[src/design/bps_pkg.sv]
// Shared constants and types for the byte pattern scanner.
// Used by every module of the block except bps_ram; depends on nothing.
`default_nettype none

package bps_pkg;

	localparam int BPS_MAX_PATTERN = 128;

	// Action codes of an input beat.
	localparam logic [1:0] ACT_LOAD    = 2'd0;
	localparam logic [1:0] ACT_SCAN    = 2'd1;
	localparam logic [1:0] ACT_RESTART = 2'd2;

	// Configuration register indexes.
	localparam logic [1:0] REG_PATTERN_LENGTH = 2'd0;
	localparam logic [1:0] REG_CONTEXT_WINDOW = 2'd1;
	localparam logic [1:0] REG_REGION_BASE    = 2'd2;
	localparam logic [1:0] REG_REGION_SIZE    = 2'd3;

	// Configuration reset values.
	localparam logic [7:0]  PATTERN_LENGTH_RESET = 8'd1;
	localparam logic [11:0] CONTEXT_WINDOW_RESET = 12'd10;

	// Per-beat commands from the input stage to the window compare.
	typedef struct packed {
		logic       load;
		logic       shift;
		logic       clear;
		logic [6:0] index;
		logic [7:0] data;
	} bps_win_ctrl_t;

endpackage

`default_nettype wire

[src/design/bps_ram.sv]
// Generic single-port-write, single-port-read RAM with registered read data.
// Self-contained; no package dependency.
`default_nettype none

module bps_ram #(
	parameter int WIDTH = 8,
	parameter int DEPTH = 128,
	localparam int AW = (DEPTH > 1) ? $clog2(DEPTH) : 1
) (
	input  wire logic             clk,
	input  wire logic             we,
	input  wire logic [AW-1:0]    waddr,
	input  wire logic [WIDTH-1:0] wdata,
	input  wire logic [AW-1:0]    raddr,
	output logic      [WIDTH-1:0] rdata
);

	logic [WIDTH-1:0] mem [DEPTH];

	always_ff @(posedge clk) begin
		if (we) begin
			mem[waddr] <= wdata;
		end
		rdata <= mem[raddr];
	end

endmodule

`default_nettype wire

[src/design/bps_window.sv]
// Byte history, length-aligned pattern copy and the parallel window compare.
// Uses bps_pkg and one bps_ram instance as the pattern store.
`default_nettype none

module bps_window #(
	parameter int MAX_PATTERN = bps_pkg::BPS_MAX_PATTERN,
	localparam int LW = $clog2(MAX_PATTERN + 1),
	localparam int AW = (MAX_PATTERN > 1) ? $clog2(MAX_PATTERN) : 1
) (
	input  wire logic                  clk,
	input  wire logic                  arst_n,
	input  wire bps_pkg::bps_win_ctrl_t ctrl,
	input  wire logic [LW-1:0]         len,
	input  wire logic                  realign,
	output logic                       match,
	output logic                       busy
);

	import bps_pkg::*;

	localparam int XW = (LW > 7) ? LW : 7;

	typedef enum logic [2:0] {
		ST_RUN   = 3'b001,
		ST_ALIGN = 3'b010,
		ST_DRAIN = 3'b100
	} bps_align_state_t;

	bps_align_state_t state_q;
	logic [LW-1:0]    cnt_q;
	logic             rdv_q;
	logic [7:0]       rd_data;

	logic [7:0] recent_q [MAX_PATTERN];
	logic [7:0] align_q  [MAX_PATTERN];
	logic [7:0] new_win  [MAX_PATTERN];
	logic [MAX_PATTERN-1:0] lane_ok;

	logic [XW-1:0] idx_x;
	logic [XW-1:0] len_x;
	logic [XW-1:0] tgt;
	logic          load_hit;
	logic          ram_we;

	// align_q[j] holds pattern byte len-1-j, so lane j compares against the
	// byte that arrived j beats ago.
	assign idx_x    = XW'(ctrl.index);
	assign len_x    = XW'(len);
	assign load_hit = idx_x < len_x;
	assign tgt      = len_x - idx_x - XW'(1);
	assign ram_we   = ctrl.load && (32'(ctrl.index) < MAX_PATTERN);

	bps_ram #(
		.WIDTH(8),
		.DEPTH(MAX_PATTERN)
	) u_pattern_store (
		.clk  (clk),
		.we   (ram_we),
		.waddr(AW'(ctrl.index)),
		.wdata(ctrl.data),
		.raddr(AW'(cnt_q)),
		.rdata(rd_data)
	);

	always_comb begin
		for (int j = 0; j < MAX_PATTERN; j++) begin
			new_win[j] = (j == 0) ? ctrl.data : recent_q[(j > 0) ? j - 1 : 0];
			lane_ok[j] = (new_win[j] == align_q[j]) || (LW'(j) >= len);
		end
	end

	assign match = &lane_ok;
	assign busy  = (state_q != ST_RUN);

	always_ff @(posedge clk or negedge arst_n) begin
		if (!arst_n) begin
			for (int j = 0; j < MAX_PATTERN; j++) begin
				recent_q[j] <= 8'd0;
			end
		end else if (ctrl.clear) begin
			for (int j = 0; j < MAX_PATTERN; j++) begin
				recent_q[j] <= 8'd0;
			end
		end else if (ctrl.shift) begin
			recent_q[0] <= ctrl.data;
			for (int j = 1; j < MAX_PATTERN; j++) begin
				recent_q[j] <= recent_q[j-1];
			end
		end
	end

	// After a length change the aligned copy is rebuilt by streaming the
	// pattern store in order; bytes pushed up past the new length are unused.
	always_ff @(posedge clk) begin
		if (rdv_q) begin
			align_q[0] <= rd_data;
			for (int j = 1; j < MAX_PATTERN; j++) begin
				align_q[j] <= align_q[j-1];
			end
		end else if (ctrl.load && load_hit) begin
			for (int j = 0; j < MAX_PATTERN; j++) begin
				if (XW'(j) == tgt) begin
					align_q[j] <= ctrl.data;
				end
			end
		end
	end

	always_ff @(posedge clk or negedge arst_n) begin
		if (!arst_n) begin
			state_q <= ST_RUN;
			cnt_q   <= '0;
			rdv_q   <= 1'b0;
		end else begin
			rdv_q <= (state_q == ST_ALIGN);
			if (realign) begin
				state_q <= ST_ALIGN;
				cnt_q   <= '0;
			end else begin
				case (state_q)
					ST_RUN: begin
						cnt_q <= '0;
					end
					ST_ALIGN: begin
						if (cnt_q == len - LW'(1)) begin
							state_q <= ST_DRAIN;
						end else begin
							cnt_q <= cnt_q + LW'(1);
						end
					end
					ST_DRAIN: begin
						state_q <= ST_RUN;
					end
					default: begin
						state_q <= ST_RUN;
					end
				endcase
			end
		end
	end

endmodule

`default_nettype wire

[config.mk]
export PLATFORM = sky130hd
export DESIGN_NAME = bps_window
export DESIGN_NICKNAME = d
export VERILOG_FILES = /design/src/design/bps_pkg.sv /design/src/design/bps_ram.sv /design/src/design/bps_window.sv
export SDC_FILE = /design/constraint.sdc
export NUM_CORES = 2
export LEC_CHECK = 0
export ABC_AREA = 1
export BUFFER_PORTS_ARGS = -buffer_cell sky130_fd_sc_hd__buf_2
export CAP_MARGIN = 20
export CORE_MARGIN = 4
export CORE_UTILIZATION = 50
export CTS_CLUSTER_DIAMETER = 60
export DETAILED_ROUTE_END_ITERATION = 10
export HOLD_SLACK_MARGIN = 0.06
export PLACE_DENSITY = 0.68
export SLEW_MARGIN = 5
export SYNTH_ARGS = -nofsm -noshare
export SYNTH_HDL_FRONTEND = slang
export SYNTH_SLANG_ARGS = --single-unit
export TNS_END_PERCENT = 30
[constraint.sdc]
create_clock -name clk -period 2.2 [get_ports clk]
set_input_delay 0.11 -clock clk [delete_from_list [all_inputs] [get_ports clk]]
set_output_delay 0.11 -clock clk [all_outputs]
set_load 0.03 [all_outputs]
# Word-level counts from Yosys, hierarchy flattened
# Memory sizes are Yosys's and may differ from the RTL's. A register that Yosys moved wholly into a read port is not among the register bits.
# Index checks and enable logic that the tools add are counted.
dict set report word_totals {
  register_bits 1028
  mem_bits_rw 2048
  input_bits 29
  word_cells 1442
  memories 2
}
dict set report classes {
  n_addsub 4
  n_lt_le_gt_ge 129
  n_eq_ne 262
  n_mux 652
  bitwise_logic 128
  n_reduce_logical 135
}
# memory depth word_bits read_ports rd_ports_with_merged_regs wr line_no
set memory_table {}
lappend memory_table {align_q 128 8 128 0 128 bps_window.sv:35} ;# logic [7:0] align_q [MAX_PATTERN];
lappend memory_table {u_pattern_store.mem 128 8 1 1 1 bps_ram.sv:18} ;# logic [WIDTH-1:0] mem [DEPTH];
# cell count
set op_table {}
lappend op_table {{1024-bit 2-to-1 mux} 2}
lappend op_table {{8-bit 2-to-1 mux} 130}
lappend op_table {{8-bit equality test} 129}
lappend op_table {{1-bit 2-to-1 mux} 516}
lappend op_table {{7-bit by 8-bit equality test with 1-bit output, first input constant} 64}
lappend op_table {{7-bit by 8-bit >= comparator with 1-bit output, first input constant} 64}
lappend op_table {{6-bit by 8-bit equality test with 1-bit output, first input constant} 32}
lappend op_table {{6-bit by 8-bit >= comparator with 1-bit output, first input constant} 32}
lappend op_table {{5-bit by 8-bit equality test with 1-bit output, first input constant} 16}
lappend op_table {{5-bit by 8-bit >= comparator with 1-bit output, first input constant} 16}
lappend op_table {{1-bit logical OR} 128}
lappend op_table {{1-bit OR} 128}
lappend op_table {{128-bit AND reduction} 1}
lappend op_table {{4-bit by 8-bit equality test with 1-bit output, first input constant} 8}
lappend op_table {{4-bit by 8-bit >= comparator with 1-bit output, first input constant} 8}
lappend op_table {{3-bit by 8-bit equality test with 1-bit output, first input constant} 4}
lappend op_table {{3-bit by 8-bit >= comparator with 1-bit output, first input constant} 4}
lappend op_table {{2-bit by 8-bit equality test with 1-bit output, first input constant} 2}
lappend op_table {{1-bit by 8-bit >= comparator with 1-bit output, first input constant} 2}
lappend op_table {{2-bit by 8-bit >= comparator with 1-bit output, first input constant} 2}
lappend op_table {{8-bit case mux with 2 select lines} 1}
lappend op_table {{8-bit by 1-bit subtractor with 8-bit output, second input constant} 2}
lappend op_table {{8-bit by 1-bit adder with 8-bit output, second input constant} 1}
lappend op_table {{1-bit by 8-bit equality test with 1-bit output, first input constant} 1}
lappend op_table {{other kinds (15)} 17}

# Longest topological paths before layout
dict set report depth {
  word_depth 8
  ltp_mapped 17
  ltp_nobuf 17
}

# By module
# From an unflattened synthesis, not the netlist that was laid out.
dict set report hier_totals {
  hier_cells 14372
  area_unflattened_um2 140992.7
}
# module n_inst cells_each area_each_um2 seq_area_each_um2
set modules_own_cells {}
lappend modules_own_cells {bps_window 1 10797 98675.9 56475.4}
lappend modules_own_cells {bps_ram 1 3575 42316.8 30909.6}

# Worst setup path before layout
# OpenSTA, ideal clock, no wires.
dict set report synth_timing {
  path_kind {in2reg}
  start {input port ctrl[8] (netlist name)}
  end {memory align_q[1][2], in the netlist align_q[0][10] (enable)}
  t_arrival_ns 2.277
  path_slack_ns -0.405
  path_stages 17
  cell_sequence {inv_1 > ha_1 > inv_1 > fa_1 > o21ai_2 > nand2_1 > nand2_1 > o21ai_1 > clkinv_1 > nand2_1 > nand2_1 > nand2_2 > nor2_4 > buf_2 > buf_2 > nand2_1 > nand2_1}
}
# item line_no
set synth_lines {}
lappend synth_lines {{start, declared} bps_window.sv:12} ;# input wire bps_pkg::bps_win_ctrl_t ctrl,
lappend synth_lines {{end, declared} bps_window.sv:35}

==> run summary <==
The final hold violation count is 0. Power spread over the standard cell area amounts to 1195 nW/µm². The tools report the iteration-0 DRC count of the detailed router as 11750. The number of H-tree branching levels is 5. Setup repair after global routing could not meet its margin everywhere. The tools report the highest attainable clock frequency as 0.3262 GHz. Leaving out fill and tap cells, the most frequent cell in the layout is nand2_1. Entering global routing, the biggest net connects 172 pins.

In the synthesized netlist the async set-or-reset flop fraction comes to 33.33%. In the routed layout, each cell is associated on average with a via count of 5.677. The flow ran to the end, but the final reports show violations. The clock passes through at most 4 buffers. Main flop type after synthesis: edfxtp_1. The tree built by TritonCTS fans out to 3084 sinks. The library cells used most frequently in the layout, excluding fill and tap cells, are nand2_1, edfxtp_1, inv_1. Sequential elements use 62.94% of the synthesized area. For the number of clock buffers inserted by TritonCTS, the log shows 330. Clock-pin slew was measured on the worst setup and hold paths at 0.06 ns.

After floorplanning, the core was sized to cover 276500 µm². Once placement finished, the instance area stood at 152500 µm². The floorplan step set the die width to 535.0 µm. The final reports fail on negative setup slack. The initial cell density of the core is 50.21%. The post-placement cell count was 17750; the critical path required time was 2.09 ns. The first-pass GRT wire length came out at 617200 µm. After technology mapping, the gate count stands at 13710. The number of nets handed over by synthesis was 13770. The mean post-synth cell area came out at 10.12 µm². Remaining antenna violation count after routing: 0. For the number of vias in the routed layout, the log shows 104700. The root buffer cell chosen for the clock tree is clkbuf_16. The final HPWL from detailed placement was 269000 µm. The sequential cells in the finished layout cover a total of 87400 µm². The net count of the finished layout is 14500. The synthesized design contains 2048 enable-type register cells. For this run, design rule violations remaining after detail routing come to 0. The floorplan step defined a die boundary enclosing 286200 µm².

Summed over all layers, the routed wires come to 408000 µm. For flop-to-flop paths, the worst setup slack is -0.26 ns. The shortest clock period the worst path allows after layout is 3.066 ns. The tools report the area of combinational cells with multiple inputs as 44760 µm².

STA classifies the critical path startpoint as a flop. In this run the worst path has a maximum fanout of 2. Setup-violating endpoint count in the final report: 16. The min-delay analysis places its worst path in the category input pin to flop.

The tools report the overall fraction of global-route tracks in use as 27.78%. For the number of distinct library cells after synthesis, the log shows 45. The logs give 18450 for the count of placed standard cells in the final layout, fillers left out and 102400 for the number of global-route vias before repair.

The logs give 6 for the number of detailed-route iterations in the first pass and 0 for the number of maximum-capacitance constraint violations. Category of the most critical setup path: flop to primary output. For the worst-skew pair, the clock arrives at the later sink with an insertion delay of 0.95 ns. The tools report the max-slew violation total from the final report as 0.

For the pin with the worst max-slew slack, the measured transition is 1.084 ns. The total grt overflow came out at 0. Dividing the detail-routed wire length by the instance count gives 22.11 µm. The worst path setup slack after routing was -0.8659 ns; the die extent in y was 535.0 µm. TritonCTS built the clock tree.

The count of buffers added on input and output ports is 30. The Yosys step of the flow raised 0 warnings. Clock skew on the completed layout was measured at 0.1054 ns. The share of post-route cells with drive strength above 1 is 14.69%, and the worst relative slew slack is 27.72%. The final worst-path cycle share was 139.4%. The design area is 165500 µm². The row count was 193. The synthesized design contains 3084 register bits.

The filler cell count is 22000, and the static power due to leakage is 0.06581 µW. IR analysis of the VDD net gives a maximum drop of 1.247 mV. The number of antenna violations at the first check in global routing was 14. 31 I/O pins were placed. Data on the critical path arrives at its endpoint at 2.96 ns. The area growth from synthesis to layout is 19.17%. The post-synthesis instance area is 138800 µm², and the global placer's final weighted congestion is 0.9307. STA classifies the critical path endpoint as a primary output.
==> cells in the mapped netlist, drive strengths merged, types with 2 or more instances <==
library cell	number	area share [%]
nand2	3414	9.2
edfxtp	2048	44
inv	1310	3.5
nor2	1182	3.3
o22ai	1144	5.2
dfrtp	1027	19
xnor2	798	5.0
o21ai	721	2.6
nand4	603	2.7
clkbuf	593	1.6
buf	264	0.93
nand3	225	0.93
o211ai	102	0.55
xor2	92	0.59
a21oi	88	0.32
ha	21	0.19
nor3	20	0.072
o221ai	19	0.12
a31oi	9	0.041
dfxtp	8	0.12
clkinv	6	0.016
or2	6	0.027
nor4	4	0.018
a31o	2	0.013
nand3b	2	0.011
==> path summary, 6_finish.rpt <==
path                            cells after the start           start                     endpoint
worst max-delay path                               14  align_q[0][86]                        match
worst min register to register                      1      state_q[2]                        rdv_q
worst max register to register                     12        cnt_q[0]     u_pattern_store.rdata[5]
min in group asynchronous                           4          arst_n                 new_win[383]
max in group asynchronous                           6          arst_n                 new_win[971]
worst min-delay path                                7         ctrl[8]  u_pattern_store.mem[101][0]
==> layout make-up <==
type                    count  area share [%]
repair buffers           1259           7.653
clock buffers             455           5.573
inverters                1316           3.013
repair inverters            2         0.01361
clock inverters           158           1.047
multi-input cells        8457           27.05
flip-flops and latches   3084           52.82
diodes                     14         0.02117
well taps                3705           2.802
==> repair_timing <==
| item | in CTS | in global routing |
|---|---|---|
| gates resized for setup | 108 | 266 |
| hold buffers | 23 | 0 |
| setup buffers | 12 | 26 |
| endpoints found under the setup margin | 10 | 1134 |
| hold endpoints to repair | 1925 | 0 |
| cloned | 3 | 13 |
| pin swaps | 33 | 124 |
==> logic make-up after synthesis <==
logic type / synth area share, %
DFF: 62.94
and+or+nand+nor: 16.32
AOI/OAI and AO/OA: 8.833
adders and majority gates: 0.2037
xor gates and xnor gates: 5.620
buffers and inverters: 6.087
==> registers in the layout, summed over array words and instances (netlist names) <==
register / flops
u_pattern_store.mem: 1024
cnt_q: 8
state_q: 3
new_win: 1016
rdv_q: 1
u_pattern_store.rdata: 8
align_q: 1024
==> critical path, stage by stage, from the launching register on <==
cell and delay (ns):
edfxtp_1 0.43, xnor2_1 0.18, nand2_1 0.06, nor2_1 0.10, nand2_1 0.25, nand2_1 0.13, nand2_1 0.06, inv_1 0.05
nand2_1 0.08, nor2_4 0.11, nand2_1 0.07, nor2_2 0.12, nand2_2 0.10, nor2_4 0.15, buf_12 0.15
==> metal layers <==
layer / GRT usage [%] / routed length [µm] / vias to the layer above
li1: - / - / 48130
met1: 37.28 / 162400 / 51040
met2: 44.54 / 190700 / 4567
met3: 4.228 / 32740 / 1002
met4: 13.37 / 22120 / 4
met5: 0 / 21 / -
==> where the power goes <==
group	switching, µW	internal (µW)
combinational	33100	22000
sequential	8360	78100
clock	23600	32600
==> metrics by stage <==
step	TNS [ns]	utilization, %	total power (µW)	hold slack (ns)	setup WS [ns]
final	-2.617	59.84	197700	0.1099	-0.8659
after global routing	-4.331	59.84	207000	0.1265	-1.047
after CTS	-17.32	59.41	196000	0.06656	-0.9126
after detailed placement	-856.99	55.17	139000	0.02281	-0.7345
after floorplan	-60.67	-	116800	-0.1856	-0.07082
after global placement	-843.18	55.17	138000	0.02506	-0.7498
Note: power is estimated with default switching activity, not from simulation.
