**src/design/bps_pkg.sv**
```systemverilog
// Shared constants and types for the byte pattern scanner.
// Used by every module of the block except bps_ram; depends on nothing.
`default_nettype none

package bps_pkg;

	localparam int BPS_MAX_PATTERN = 128;

	// Action codes of an input beat.
	localparam logic [1:0] ACT_LOAD    = 2'd0;
	localparam logic [1:0] ACT_SCAN    = 2'd1;
	localparam logic [1:0] ACT_RESTART = 2'd2;

	// Configuration register indexes.
	localparam logic [1:0] REG_PATTERN_LENGTH = 2'd0;
	localparam logic [1:0] REG_CONTEXT_WINDOW = 2'd1;
	localparam logic [1:0] REG_REGION_BASE    = 2'd2;
	localparam logic [1:0] REG_REGION_SIZE    = 2'd3;

	// Configuration reset values.
	localparam logic [7:0]  PATTERN_LENGTH_RESET = 8'd1;
	localparam logic [11:0] CONTEXT_WINDOW_RESET = 12'd10;

	// Per-beat commands from the input stage to the window compare.
	typedef struct packed {
		logic       load;
		logic       shift;
		logic       clear;
		logic [6:0] index;
		logic [7:0] data;
	} bps_win_ctrl_t;

endpackage

`default_nettype wire

```
**src/design/bps_span.sv**
```systemverilog
// Match and context span arithmetic: offsets, clamping and address adds,
// in two stages followed by the output register. Uses bps_pkg.
`default_nettype none

module bps_span #(
	parameter int MAX_PATTERN = bps_pkg::BPS_MAX_PATTERN,
	localparam int LW = $clog2(MAX_PATTERN + 1)
) (
	input  wire logic          clk,
	input  wire logic          arst_n,
	input  wire logic          hit,
	input  wire logic [31:0]   hit_pos,
	input  wire logic [LW-1:0] hit_len,
	output logic               ready,
	input  wire logic [11:0]   context_window,
	input  wire logic [63:0]   region_base,
	input  wire logic [31:0]   region_size,
	output logic               out_valid,
	input  wire logic          out_ready,
	output logic [63:0]        match_address,
	output logic [63:0]        context_address,
	output logic [13:0]        context_length
);

	import bps_pkg::*;

	logic          v_s2;
	logic [31:0]   pos_s2;
	logic [LW-1:0] len_s2;

	logic          v_s3;
	logic [31:0]   start_s3;
	logic [31:0]   cstart_s3;
	logic [13:0]   clen_s3;

	logic          ready_s3;
	logic          ready_out;

	logic [31:0]   start;
	logic [31:0]   cstart;
	logic [32:0]   cend_raw;
	logic [31:0]   cend;

	assign ready_out = !out_valid || out_ready;
	assign ready_s3  = !v_s3 || ready_out;
	assign ready     = !v_s2 || ready_s3;

	// The scan byte is known to lie inside the region, so pos + 1 fits in
	// 32 bits and the span end never falls below its start.
	always_comb begin
		start    = pos_s2 + 32'd1 - 32'(len_s2);
		cstart   = (start > 32'(context_window)) ? start - 32'(context_window) : 32'd0;
		cend_raw = {1'b0, pos_s2} + 33'd1 + 33'(context_window);
		cend     = (cend_raw > {1'b0, region_size}) ? region_size : cend_raw[31:0];
	end

	always_ff @(posedge clk or negedge arst_n) begin
		if (!arst_n) begin
			v_s2      <= 1'b0;
			v_s3      <= 1'b0;
			out_valid <= 1'b0;
		end else begin
			if (ready) begin
				v_s2 <= hit;
			end
			if (ready_s3) begin
				v_s3 <= v_s2;
			end
			if (ready_out) begin
				out_valid <= v_s3;
			end
		end
	end

	always_ff @(posedge clk) begin
		if (ready && hit) begin
			pos_s2 <= hit_pos;
			len_s2 <= hit_len;
		end
		if (ready_s3 && v_s2) begin
			start_s3  <= start;
			cstart_s3 <= cstart;
			clen_s3   <= 14'(cend - cstart);
		end
		if (ready_out && v_s3) begin
			match_address   <= region_base + 64'(start_s3);
			context_address <= region_base + 64'(cstart_s3);
			context_length  <= clen_s3;
		end
	end

endmodule

`default_nettype wire

```
**config.mk**
```make
export PLATFORM = sky130hd
export DESIGN_NAME = bps_span
export DESIGN_NICKNAME = d
export VERILOG_FILES = /design/src/design/bps_pkg.sv /design/src/design/bps_span.sv
export SDC_FILE = /design/constraint.sdc
export NUM_CORES = 1
export LEC_CHECK = 0
export BUFFER_PORTS_ARGS = -buffer_cell sky130_fd_sc_hd__buf_2
export CAP_MARGIN = 20
export CORE_MARGIN = 5
export CORE_UTILIZATION = 58
export DETAILED_ROUTE_END_ITERATION = 6
export PLACE_DENSITY = 0.89
export SLEW_MARGIN = 20
export SYNTH_ARGS = -nofsm -noshare
export SYNTH_HDL_FRONTEND = slang
export SYNTH_SLANG_ARGS = --single-unit
export TNS_END_PERCENT = 20
```
**constraint.sdc**
```tcl
create_clock -name clk -period 10.2 [get_ports clk]
set_clock_uncertainty 0.2 [all_clocks]
set_input_delay 1.02 -clock clk [delete_from_list [all_inputs] [get_ports clk]]
set_output_delay 1.02 -clock clk [all_outputs]
set_load 0.02 [all_outputs]
```
After elaboration in Yosys (flattened, before gate mapping)
Cells that the tools add are included.
{"block": "classes", "n_reduce_logical": 9, "n_lt_le_gt_ge": 2, "shifts": 0, "div_mod_pow": 0, "mux": 2, "mul": 0, "n_addsub": 8, "bitwise": 0, "n_eq_ne": 0}
{"op": "64-bit by 32-bit adder with 64-bit output", "count": 2}
{"op": "32-bit by 1-bit adder with 33-bit output (second input constant)", "count": 1}
{"op": "33-bit by 12-bit adder with 33-bit output", "count": 1}
{"op": "33-bit by 32-bit greater-than comparator with 1-bit output", "count": 1}
{"op": "32-bit by 1-bit adder with 32-bit output (second input constant)", "count": 1}
{"op": "32-bit by 12-bit greater-than comparator with 1-bit output", "count": 1}
{"op": "32-bit 2-to-1 mux", "count": 1}
{"op": "32-bit by 12-bit subtractor with 32-bit output", "count": 1}
{"op": "32-bit by 8-bit subtractor with 32-bit output", "count": 1}
{"op": "14-bit 2-to-1 mux", "count": 1}
{"op": "14-bit subtractor", "count": 1}
{"op": "1-bit logical AND", "count": 3}
{"op": "1-bit zero test", "count": 3}
{"op": "1-bit logical OR", "count": 3}
{"block": "totals", "elab_cells": 32, "out_inout_bits": 144, "latch_bits": 0, "n_memories": 0, "ff_bits": 263, "ram_bits": 0, "in_bits": 152, "romBits": 0}

Depth between registers and ports, before layout
Gate-level depths: netlist of the first run.
{"block": "depth", "depth_word": 5, "mapped_depth": 35, "mapped_depth_nobuf": 35}

Least setup slack after synthesis of the first run
No wires, ideal clock.
{"block": "synth_path", "kind": "input -> register", "start": "input port context_window[0]", "end": "register clen_s3[13] (data pin)", "t_arrival_ps": 7270, "path_stages": 32, "setup_slack_ps": 2467, "t_required_ps": 9737, "path_cell_list": "inv_1 -> ha_1 -> inv_1 -> fa_1 -> a211oi_1 -> o21ai_0 -> a41oi_1 -> a21oi_1 -> nand4_1 -> nor2_1 -> and4_1 -> xnor2_1 -> ha_1 -> nand3_1 -> or4_1 -> or3_1 -> a22oi_1 -> clkbuf_1 -> nand2_1 -> o21ai_0 -> ha_1 -> or2_2 -> a21oi_1 -> a31oi_1 -> a21o_1 -> a21oi_1 -> nor2b_1 -> or4_1 -> o311a_1 -> a31oi_1 -> xnor2_1 -> xor2_1"}
{"block": "synth_via", "elab_chain_cells": 4, "word_cells_on_any_way": 7}
{"item": "from (decl)", "line_no": "bps_span.sv:15", "source": "input wire logic [11:0] context_window,"}
{"item": "33-bit by 12-bit adder with 33-bit output", "line_no": "bps_span.sv:53", "source": "cend_raw = {1'b0, pos_s2} + 33'd1 + 33'(context_window);"}
{"item": "33-bit by 32-bit greater-than comparator with 1-bit output", "line_no": "bps_span.sv:54", "source": "cend = (cend_raw > {1'b0, region_size}) ? region_size : cend_raw[31:0];"}
{"item": "14-bit 2-to-1 mux", "line_no": "bps_span.sv:54"}
{"item": "14-bit subtractor *", "line_no": "bps_span.sv:83", "source": "clen_s3 <= 14'(cend - cstart);"}
{"item": "to (signal assigned)", "line_no": "bps_span.sv:83"}
{"item": "to (decl)", "line_no": "bps_span.sv:34", "source": "logic [13:0] clen_s3;"}
Mark *: on every way between the ends. The rest lies on a longest branch, timed or not.
A chain may end at the register's enable or synchronous reset.

Worst setup path after layout of the first run
{"block": "layout_path", "start": "input port context_window[1]", "end": "register clen_s3[13] (data pin)"}
Same word-level chain as after synthesis.

==> metrics.md, run 1 <==
| Metric | Value |
|---|---|
| Via count | `14,400` |
| Pre-CTS WS | `1.38 ns` |
| CTS tree | `built` |
| Total GRT Usage | `25.0%` |
| Max transition margin | `26.4%` |
| DP Area | `0.0199 mm^2` |
| Power Density | `212 mW/mm^2` |
| CTS max path bufs | `3` |
| Worst Setup End Kind | `flip-flop` |
| GP Congestion | `0.945` |
| Synth Cell Area | `0.0180 mm^2` |
| Worst endpoint data arrival time | `8.52 ns` |
| Largest net degree at the start of global routing | `82` |
| Port Buf Inserts | `295` |
| Clk slew on worst S/H paths | `0.06 ns` |
| YS warnings | `0` |
| Avg Cell Area, Syn | `10.3 um^2` |
| Final instance area | `0.0208 mm^2` |
| Die area | `0.0347 mm^2` |
| Max stage delay on crit path | `0.87 ns` |
| WP data required | `10.28 ns` |
| Die width | `186 um` |
| Ys async rst share | `1.14%` |
| Worst Setup Path Type | `input port to flip-flop` |
| DPL Wire Length | `36,100 um` |
| Initial antenna violation count | `6` |
| Fin nets | `2,397` |
| Peak VDD IR | `0.151 mV` |
| Io pins | `296` |
| Layout cell share with drive strength beyond 1 | `17.6%` |
| Total gr overflow | `0` |
| Vias/cell | `5.84` |
| Synth Instances | `1,751` |
| CTS Buf Count | `28` |
| Yosys cell types | `72` |
| Vias in the first global route | `13,900` |
| Outcome | `complete, no violations` |
| Starting Density | `58.8%` |
| Synth Register Bits | `263` |
| Syn_nets | `2,099` |
| Placed insts | `2,415` |
| Post-CTS Setup Inserts | `0` |
| Final TNS setup | `0 ns` |
| Chip height | `186 um` |
| CTS root buffer | `clkbuf_16` |
| Startpoint types | `input port` |
| Drt initial violations | `1,046` |
| Pre-antenna DRT Iters | `7` |
| Crit-path max FO | `10` |
| Standard-cell rows | `64` |
| HP Class | `input port to asynchronous set/reset pin` |
| Post-CTS Hold Buffers | `0` |
| Worst reg2reg path endpoint | `clen_s3[13]$_DFFE_PP_` |
| Routed Antenna Nets | `0` |
| Critical path's slowest cell | `a22oi_1` |
| Worst-Margin Slew | `1.10 ns` |
| Clock Latency Late Sink | `0.54 ns` |
| Max frequency | `0.118 GHz` |
| Max Cap Violations | `0` |
| Core outline area | `0.0307 mm^2` |
| RSZ-0062 raised after global routing | `false` |
| Final Setup Violations | `0` |
| Remaining DRCs | `0` |
| Final Cycle Share | `82.8%` |
| Reg2reg setup slack | `1.91 ns` |
| Final Hold Vio Count | `0` |
| CTS H-tree depth | `1` |
| EDFF count, synth | `260` |
| Worst Reg-to-Reg Cells | `30` |
| Fillers | `2,304` |
| Drt wl/cell | `18.3 um` |
| Final Critical Period | `8.45 ns` |
| Non-filler cells, final | `2,471` |
| Area growth syn-to-layout | `15.5%` |
| CTS sink count | `263` |
| Post-Route WL | `45,200 um` |
| Leakage power | `0.00921 uW` |
| RR Startpoint | `pos_s2[1]$_DFFE_PP_` |
| Cells resized by post-CTS repair | `0` |
| Worst setup margin | `1.75 ns` |
| Main flop type after synthesis | `edfxtp_1` |
| First-pass GRT wire length | `70,300 um` |
| Max-slew violations | `0` |
| Sequential fraction of the synthesis area | `43.7%` |
layout by cell type (no fill, tap or decap), types with 6 or more instances in the layout:
master / count
o21ai_0: 71
nor2b_1: 34
a211oi_1: 12
a311o_1: 6
buf_2: 295
xor2_1: 98
o211ai_1: 13
buf_4: 7
a31oi_1: 16
nand2b_1: 39
and4_1: 10
nor3_1: 32
fa_1: 6
nor2_1: 155
nand4_1: 29
and3_1: 17
nor4_1: 8
ha_1: 190
xnor2_1: 108
or2_2: 8
or3_1: 13
a21oi_1: 119
o21a_1: 12
clkbuf_16: 29
nand3_1: 41
clkinv_1: 7
or4_1: 6
inv_1: 131
and2_1: 12
edfxtp_1: 260
a21o_1: 72
nand2_1: 104
o21bai_1: 12
Yosys cell counts, drive strengths merged (3+ instances only):
cell,count,area share [%]
buf,12,0.45
a21o,72,3.0
o21ai,78,2.2
ha,190,13
a31oi,16,0.56
a21oi,121,3.4
nand3b,4,0.17
nand4,29,1.0
a311o,6,0.33
nand2,104,2.2
or2,10,0.35
o2111ai,3,0.15
nor3,32,0.89
or3,15,0.58
fa,6,0.67
edfxtp,260,43
o21bai,12,0.50
or4,6,0.25
xor2,98,4.8
nor2b,34,1.2
mux2i,5,0.28
clkbuf,22,0.46
and4,10,0.49
inv,131,2.7
a2111oi,3,0.15
o31ai,5,0.21
nor4,10,0.42
xnor2,108,5.2
nor3b,3,0.12
nand3,41,1.1
dfrtp,3,0.42
a21boi,6,0.27
a211oi,13,0.57
o211a,3,0.17
o211ai,13,0.54
a221o,3,0.17
and2,14,0.49
nor2,155,3.2
nand2b,39,1.4
o21a,12,0.50
and3,17,0.59
through the flow:
stage / util, % / total power (uW) / hold WS, ns
after CTS: 67.8 / 4400 / 0.0447
final: 67.9 / 4410 / 0.0671
after global placement: 64.8 / 3310 / 0.202
after global routing: 67.9 / 4660 / 0.0480
after floorplan: - / 2890 / 0.200
after detailed placement: 64.8 / 3380 / 0.206
worst max-delay path by stage:
| stage | startpoint | end | slack, ns | depth (start not counted) |
|---|---|---|---|---|
| 6_report | context_window[1] | clen_s3[13]$_DFFE_PP_ | 1.75 | 31 |
| 5_1_grt | context_window[0] | clen_s3[13]$_DFFE_PP_ | 1.28 | 34 |
| 4_1_cts | context_window[1] | clen_s3[13]$_DFFE_PP_ | 1.88 | 31 |
| 3_5_place_dp | context_window[1] | clen_s3[13]$_DFFE_PP_ | 1.38 | 31 |
| 3_3_place_gp | context_window[0] | clen_s3[13]$_DFFE_PP_ | 1.53 | 34 |
| 2_1_floorplan | context_window[0] | clen_s3[13]$_DFFE_PP_ | 2.47 | 32 |
area by class of cell:
| type | instances | area [um^2] | share of cell area [%] |
|---|---|---|---|
| Tap cell | 396 | 495 | 2.38 |
| Clock buffer | 34 | 744 | 3.58 |
| Multi-Input combinational cell | 1323 | 9500 | 45.6 |
| Inverter | 131 | 492 | 2.36 |
| Sequential cell | 263 | 7880 | 37.9 |
| Timing Repair Buffer | 302 | 1530 | 7.35 |
| Clock inverter | 17 | 164 | 0.787 |
| Antenna cell | 5 | 12.5 | 0.0601 |
critical path, delay by kind of cell:
kind	cells	cell delay, ns
compound gates	11	2.88
buf+inv	1	0.14
simple gates	13	3.15
xor+xnor	3	0.40
fa+ha+maj	3	0.93
layer usage:
layer	wire length, um	share of wire [%]	track usage, %	vias to the layer above
met2	21000	47	42.1	720
met4	1730	3.8	9.65	2
met5	13	0.029	0	-
li1	-	-	-	6941
met1	18400	41	32.8	6662
met3	4040	8.9	3.83	111
cell families (layout without fill, tap and decap cells):
kind of cell / count (synthesis) / count (layout) / share of synthesized area (%)
flops: 263 / 263 / 43.7
fa+ha+maj: 196 / 196 / 13.9
xor+xnor: 206 / 206 / 10.0
mux: 5 / 5 / 0.278
simple gates: 529 / 529 / 14.7
buf+inv: 165 / 484 / 3.64
other cells: 0 / 5 / 0
compound gates: 387 / 387 / 13.7
state kept, by name (all words and copies together), names as in the netlist, 8 cells and up:
register	flops
context_address	64
match_address	64
cstart_s3	32
pos_s2	32
start_s3	32
clen_s3	14
context_length	14
len_s2	8
where the power goes:
part	switching [uW]	total [uW]	internal (uW)
logic	1100	1790	692
registers	78.1	1610	1530
clock network	411	1000	593
Power figures use the tool's default switching activity.
==> run 2, diff against run 1 <==
- CORE_UTILIZATION: 58 -> 52
- PLACE_DENSITY: 0.89 -> 0.84
- clock period: 10.2 -> 6.91 ns (I/O delays scaled with it)
==> metrics.md, run 2 (same netlist as run 1, synthesis figures left out) <==
| Metric | Value |
|---|---|
| Outcome | `complete, but fails checks` |
| Failing checks | `setup timing` |
| Drt wl/cell | `18.5 um` |
| Worst Setup Path Type | `flip-flop to flip-flop` |
| Total gr overflow | `0` |
| Worst-Margin Slew | `1.02 ns` |
| Vias in the first global route | `14,700` |
| Clock Latency Late Sink | `0.56 ns` |
| Clk slew on worst S/H paths | `0.06 ns` |
| Chip height | `196 um` |
| RSZ-0062 raised after global routing | `true` |
| Non-filler cells, final | `2,651` |
| CTS sink count | `263` |
| Max frequency | `0.141 GHz` |
| Post-Route WL | `49,000 um` |
| Starting Density | `52.4%` |
| Worst endpoint data arrival time | `7.18 ns` |
| HP Class | `input port to flip-flop` |
| Startpoint types | `flip-flop` |
| Port Buf Inserts | `295` |
| Final Setup Violations | `1` |
| Max transition margin | `31.8%` |
| Most common cell after layout, fill and taps aside | `buf_2` |
| Initial antenna violation count | `3` |
| Final Critical Period | `7.08 ns` |
| CTS Buf Count | `28` |
| Fin nets | `2,519` |
| Remaining DRCs | `0` |
| CTS root buffer | `clkbuf_16` |
| Placed insts | `2,567` |
| Most frequent cells in the layout | `295 x buf_2, 260 x edfxtp_1, 184 x ha_1` |
| DPL Wire Length | `38,200 um` |
| RR Startpoint | `pos_s2[1]$_DFFE_PP_` |
| Total GRT Usage | `24.3%` |
| Crit-path max FO | `8` |
| Sequential fraction of design power | `33.4%` |
| Via count | `14,900` |
| CTS max path bufs | `3` |
| Area growth syn-to-layout | `23.3%` |
| First-pass GRT wire length | `76,500 um` |
| WP data required | `7.01 ns` |
| Internal Power | `4620 uW` |
| Max Cap Violations | `0` |
| Clk pwr share | `23.6%` |
| Leakage power | `0.00993 uW` |
| Hold Path Sink | `pos_s2[31]$_DFFE_PP_` |
| GP Congestion | `0.945` |
| Layout cell share with drive strength beyond 1 | `24.5%` |
| Power share of the combinational group | `43.0%` |
| Core outline area | `0.0344 mm^2` |
| Core Util, Final | `64.7%` |
| Max stage delay on crit path | `0.41 ns` |
| Most used cell along the critical path | `buf_4` |
| Min-Delay Path Depth | `1` |
| Worst Reg-to-Reg Cells | `33` |
| Worst Setup End Kind | `flip-flop` |
| Critical path's slowest cell | `edfxtp_1` |
| Pre-CTS WS | `-0.503 ns` |
| HP Start | `hit_pos[31]` |
| CTS H-tree depth | `1` |
| Worst setup margin | `-0.166 ns` |
| Final Hold Vio Count | `0` |
| Pwr Total | `7130 uW` |
| Pre-antenna DRT Iters | `5` |
| Reg2reg setup slack | `-0.17 ns` |
| Max-slew violations | `0` |
| Peak VDD IR | `0.251 mV` |
| Largest registers | `context_address: 64 flops, match_address: 64 flops` |
| Standard-cell rows | `68` |
| Die width | `196 um` |
| Fillers | `2,654` |
| Routed Antenna Nets | `0` |
| Largest net degree at the start of global routing | `88` |
| Switching share of power | `35.2%` |
| Sw power | `2510 uW` |
| Vias/cell | `5.62` |
| Io pins | `296` |
| Worst reg2reg path endpoint | `clen_s3[13]$_DFFE_PP_` |
| Drt initial violations | `1,057` |
| Power Density | `321 mW/mm^2` |
| Final Cycle Share | `102%` |
| CTS tree | `built` |
| Final TNS setup | `-0.166 ns` |
| Die area | `0.0385 mm^2` |
[run 2: through the flow]
stage | hold slack (ns) | cell area, um^2
2_1_floorplan | 0.195 | 18100
3_3_place_gp | 0.205 | 20700
3_5_place_dp | 0.205 | 20700
4_1_cts | 0.0721 | 21900
5_1_grt | 0.0883 | 22200
6_report | 0.103 | 22200
[run 2: worst max path at each step]
stage | startpoint | to | slack [ns] | cells after the start
6_report | pos_s2[1]$_DFFE_PP_ | clen_s3[13]$_DFFE_PP_ | -0.17 | 33
5_1_grt | pos_s2[1]$_DFFE_PP_ | clen_s3[13]$_DFFE_PP_ | -0.42 | 36
4_1_cts | pos_s2[1]$_DFFE_PP_ | clen_s3[13]$_DFFE_PP_ | 0.004 | 33
3_5_place_dp | context_window[0] | clen_s3[13]$_DFFE_PP_ | -0.50 | 36
3_3_place_gp | context_window[0] | clen_s3[13]$_DFFE_PP_ | -0.35 | 36
2_1_floorplan | context_window[0] | clen_s3[13]$_DFFE_PP_ | 0.04 | 34
[run 2: per-layer routing]
metal,vias to the layer above,global-route usage (%),wire length [um]
li1,7181,-,-
met1,6936,31.4,20100
met2,667,42.7,23700
met3,125,2.92,3360
met4,0,8.02,1750
met5,-,0,0
[run 2: final cells by class]
cell class              instances  area [um^2]  area share, %
multi-input cells            1323         9740           43.8
flip-flops and latches        263         7880           35.5
repair buffers                424         2490           11.2
clock buffers                  33          741           3.33
well taps                     455          569           2.56
inverters                     131          492           2.21
clock inverters                19          302           1.36
diodes                          3         7.51         0.0338
[run 2: critical path: cells and delay by family (launching register included)]
kind | cells | cell delay [ns]
flip-flops | 1 | 0.41
AO/OA/AOI/OAI | 9 | 1.83
buffers and inverters | 7 | 0.78
adder cells (fa/ha/maj) | 4 | 0.98
AND/OR/NAND/NOR | 10 | 2.26
XOR/XNOR | 3 | 0.36
[run 2: timing repair]
action                     in CTS  in global routing
buffers inserted                7                 21
resized for setup              13                 39
cloned                          0                  1
pin swaps                       8                 36
hold endpoints to repair        3                  0
hold buffers                    1                  0
setup endpoints to repair       5                  6
[run 2: power groups by stage]
stage / Clock [uW] / Sequential, uW / Combinational [uW]
CTS: 1710 / 2390 / 2900
global placement: 0 / 2410 / 2710
floorplan: 0 / 2600 / 1670
global route: 1770 / 2410 / 3340
finish: 1680 / 2380 / 3060
detailed placement: 0 / 2420 / 2810
==> run 3, diff against run 2 <==
- CORE_UTILIZATION: 52 -> 58
- PLACE_DENSITY: 0.84 -> 0.89
- TNS_END_PERCENT: 20 -> 10
- clock period: 6.91 -> 8.7 ns (I/O delays scaled with it)
==> metrics.md, run 3 (same netlist as run 1, synthesis figures left out) <==
| Metric | Value |
|---|---|
| Max frequency | `0.130 GHz` |
| Clock Latency Late Sink | `0.56 ns` |
| Outcome | `complete, no violations` |
| Largest net degree at the start of global routing | `79` |
| Post-Route WL | `45,800 um` |
| Worst Setup End Kind | `flip-flop` |
| Final hold slack | `0.217 ns` |
| Area growth syn-to-layout | `16.4%` |
| Core Util, Final | `68.4%` |
| Sw power | `1890 uW` |
| Worst endpoint data arrival time | `7.79 ns` |
| Pre-antenna DRT Iters | `5` |
| Drt wl/cell | `18.5 um` |
| WP data required | `8.81 ns` |
| Max Cap Violations | `0` |
| Starting Density | `58.8%` |
| Leakage power | `0.00927 uW` |
| Total GRT Usage | `25.5%` |
| Standard-cell rows | `64` |
| Remaining DRCs | `0` |
| Drt initial violations | `1,054` |
| Max stage delay on crit path | `0.44 ns` |
| Crit-path max FO | `26` |
| Max transition margin | `35.3%` |
| CTS sink count | `263` |
| Vias/cell | `5.83` |
| Max-slew violations | `0` |
| Initial antenna violation count | `6` |
| Worst-Margin Slew | `0.970 ns` |
| CTS root buffer | `clkbuf_16` |
| CTS max path bufs | `3` |
| Peak VDD IR | `0.173 mV` |
| Startpoint types | `flip-flop` |
| Post-CTS Setup Inserts | `0` |
| Most used cell along the critical path | `a21oi_1` |
| CTS tree | `built` |
| Final Hold Vio Count | `0` |
| DPL Wire Length | `36,500 um` |
| Most common cell after layout, fill and taps aside | `buf_2` |
| Port Buf Inserts | `295` |
| Via count | `14,400` |
| GP Congestion | `0.937` |
| First-pass GRT wire length | `71,100 um` |
| Internal Power | `3430 uW` |
| Fin nets | `2,398` |
| Largest registers | `context_address: 64 flops, match_address: 64 flops` |
| Critical path's slowest cell | `a2111oi_0` |
| Power Density | `254 mW/mm^2` |
| Routed Antenna Nets | `0` |
| Final Cycle Share | `88.3%` |
| HP Class | `flip-flop to flip-flop` |
| Power share of the combinational group | `39.4%` |
| Layout cell share with drive strength beyond 1 | `18.1%` |
| CTS Buf Count | `28` |
| RSZ-0062 raised after global routing | `false` |
| Switching share of power | `35.5%` |
| Worst Setup Path Type | `flip-flop to flip-flop` |
| Io pins | `296` |
| Final TNS setup | `0 ns` |
| Fillers | `2,293` |
| Core outline area | `0.0307 mm^2` |
| Die area | `0.0347 mm^2` |
| Clk pwr share | `25.1%` |
| Final Setup Violations | `0` |
| Most frequent cells in the layout | `295 x buf_2, 260 x edfxtp_1, 190 x ha_1` |
| Die width | `186 um` |
| Final Critical Period | `7.68 ns` |
| Chip height | `186 um` |
| Total gr overflow | `0` |
| CTS H-tree depth | `1` |
| Vias in the first global route | `14,000` |
| Sequential fraction of design power | `35.5%` |
| Clk slew on worst S/H paths | `0.07 ns` |
| Cells resized by post-CTS repair | `0` |
-- run 3: changes by cell type in the layout (fill, tap and decap cells not counted), sizes merged --
cell	change
buf	-120
clkbuf	-5
clkinv	+1
clkinvlp	+2
diode	+3
inv	+1
-- run 3: final timing paths --
kind	start	endpoint	slack [ns]	depth (start not counted)
worst max-delay path	pos_s2[0]$_DFFE_PP_	clen_s3[13]$_DFFE_PP_	1.02	35
worst min-delay path	clen_s3[10]$_DFFE_PP_	context_length[10]$_DFFE_PP_	0.22	0
worst max register to register	pos_s2[0]$_DFFE_PP_	clen_s3[13]$_DFFE_PP_	1.02	35
worst min register to register	clen_s3[10]$_DFFE_PP_	context_length[10]$_DFFE_PP_	0.22	0
max in group asynchronous	arst_n	v_s3$_DFFE_PN0P_	7.75	2
min in group asynchronous	arst_n	v_s2$_DFFE_PN0N_	0.44	2
-- run 3: timing repair --
action / in CTS / in global routing
setup endpoints to repair: 0 / 0
endpoints found under the hold margin: 3 / 0
hold buffers: 1 / 0
-- run 3: layout make-up --
cell class                 count  area [um^2]  area share (%)
tap                          396          495            2.36
timing repair buffer         303         1540            7.34
clock inverter                23          344            1.64
antenna                        6         15.0          0.0716
clock buffer                  29          704            3.36
sequential                   263         7880            37.6
inverter                     131          492            2.35
multi-input combinational   1323         9500            45.3
-- run 3: worst max-delay path, delay by kind of cell, from the launching register on --
family          cells  cell delay [ns]
compound gates     16             3.38
flops               1             0.41
fa+ha+maj           4             1.15
xor+xnor            3             0.39
simple gates        8             1.37
buf+inv             4             0.48
-- run 3: metrics by stage --
step / area [um^2] / cells / worst slack [ns] / total power [uW]
6_report: 21000 / 2474 / 1.02 / 5320
5_1_grt: 21000 / 2473 / 0.351 / 5630
4_1_cts: 20900 / 2468 / 1.04 / 5320
3_5_place_dp: 19900 / 2415 / 0.592 / 3970
3_3_place_gp: 19900 / 2415 / 0.661 / 3890
2_1_floorplan: 18000 / 1751 / 1.12 / 3390
-- run 3: routing by layer --
| layer | global-route usage, % | vias up | wire, um |
|---|---|---|---|
| met2 | 43.7 | 688 | 21400 |
| met3 | 3.48 | 116 | 4100 |
| met4 | 9.21 | 2 | 1810 |
| met5 | 0 | - | 14 |
| li1 | - | 6958 | - |
| met1 | 33.2 | 6661 | 18400 |
-- run 3: power by group through the flow --
stage	sequential, uW	clock (uW)	combinational [uW]
4_1_cts	1890	1360	2080
3_5_place_dp	1910	0	2060
2_1_floorplan	2070	0	1320
5_1_grt	1910	1410	2300
6_report	1890	1330	2100
3_3_place_gp	1910	0	1990
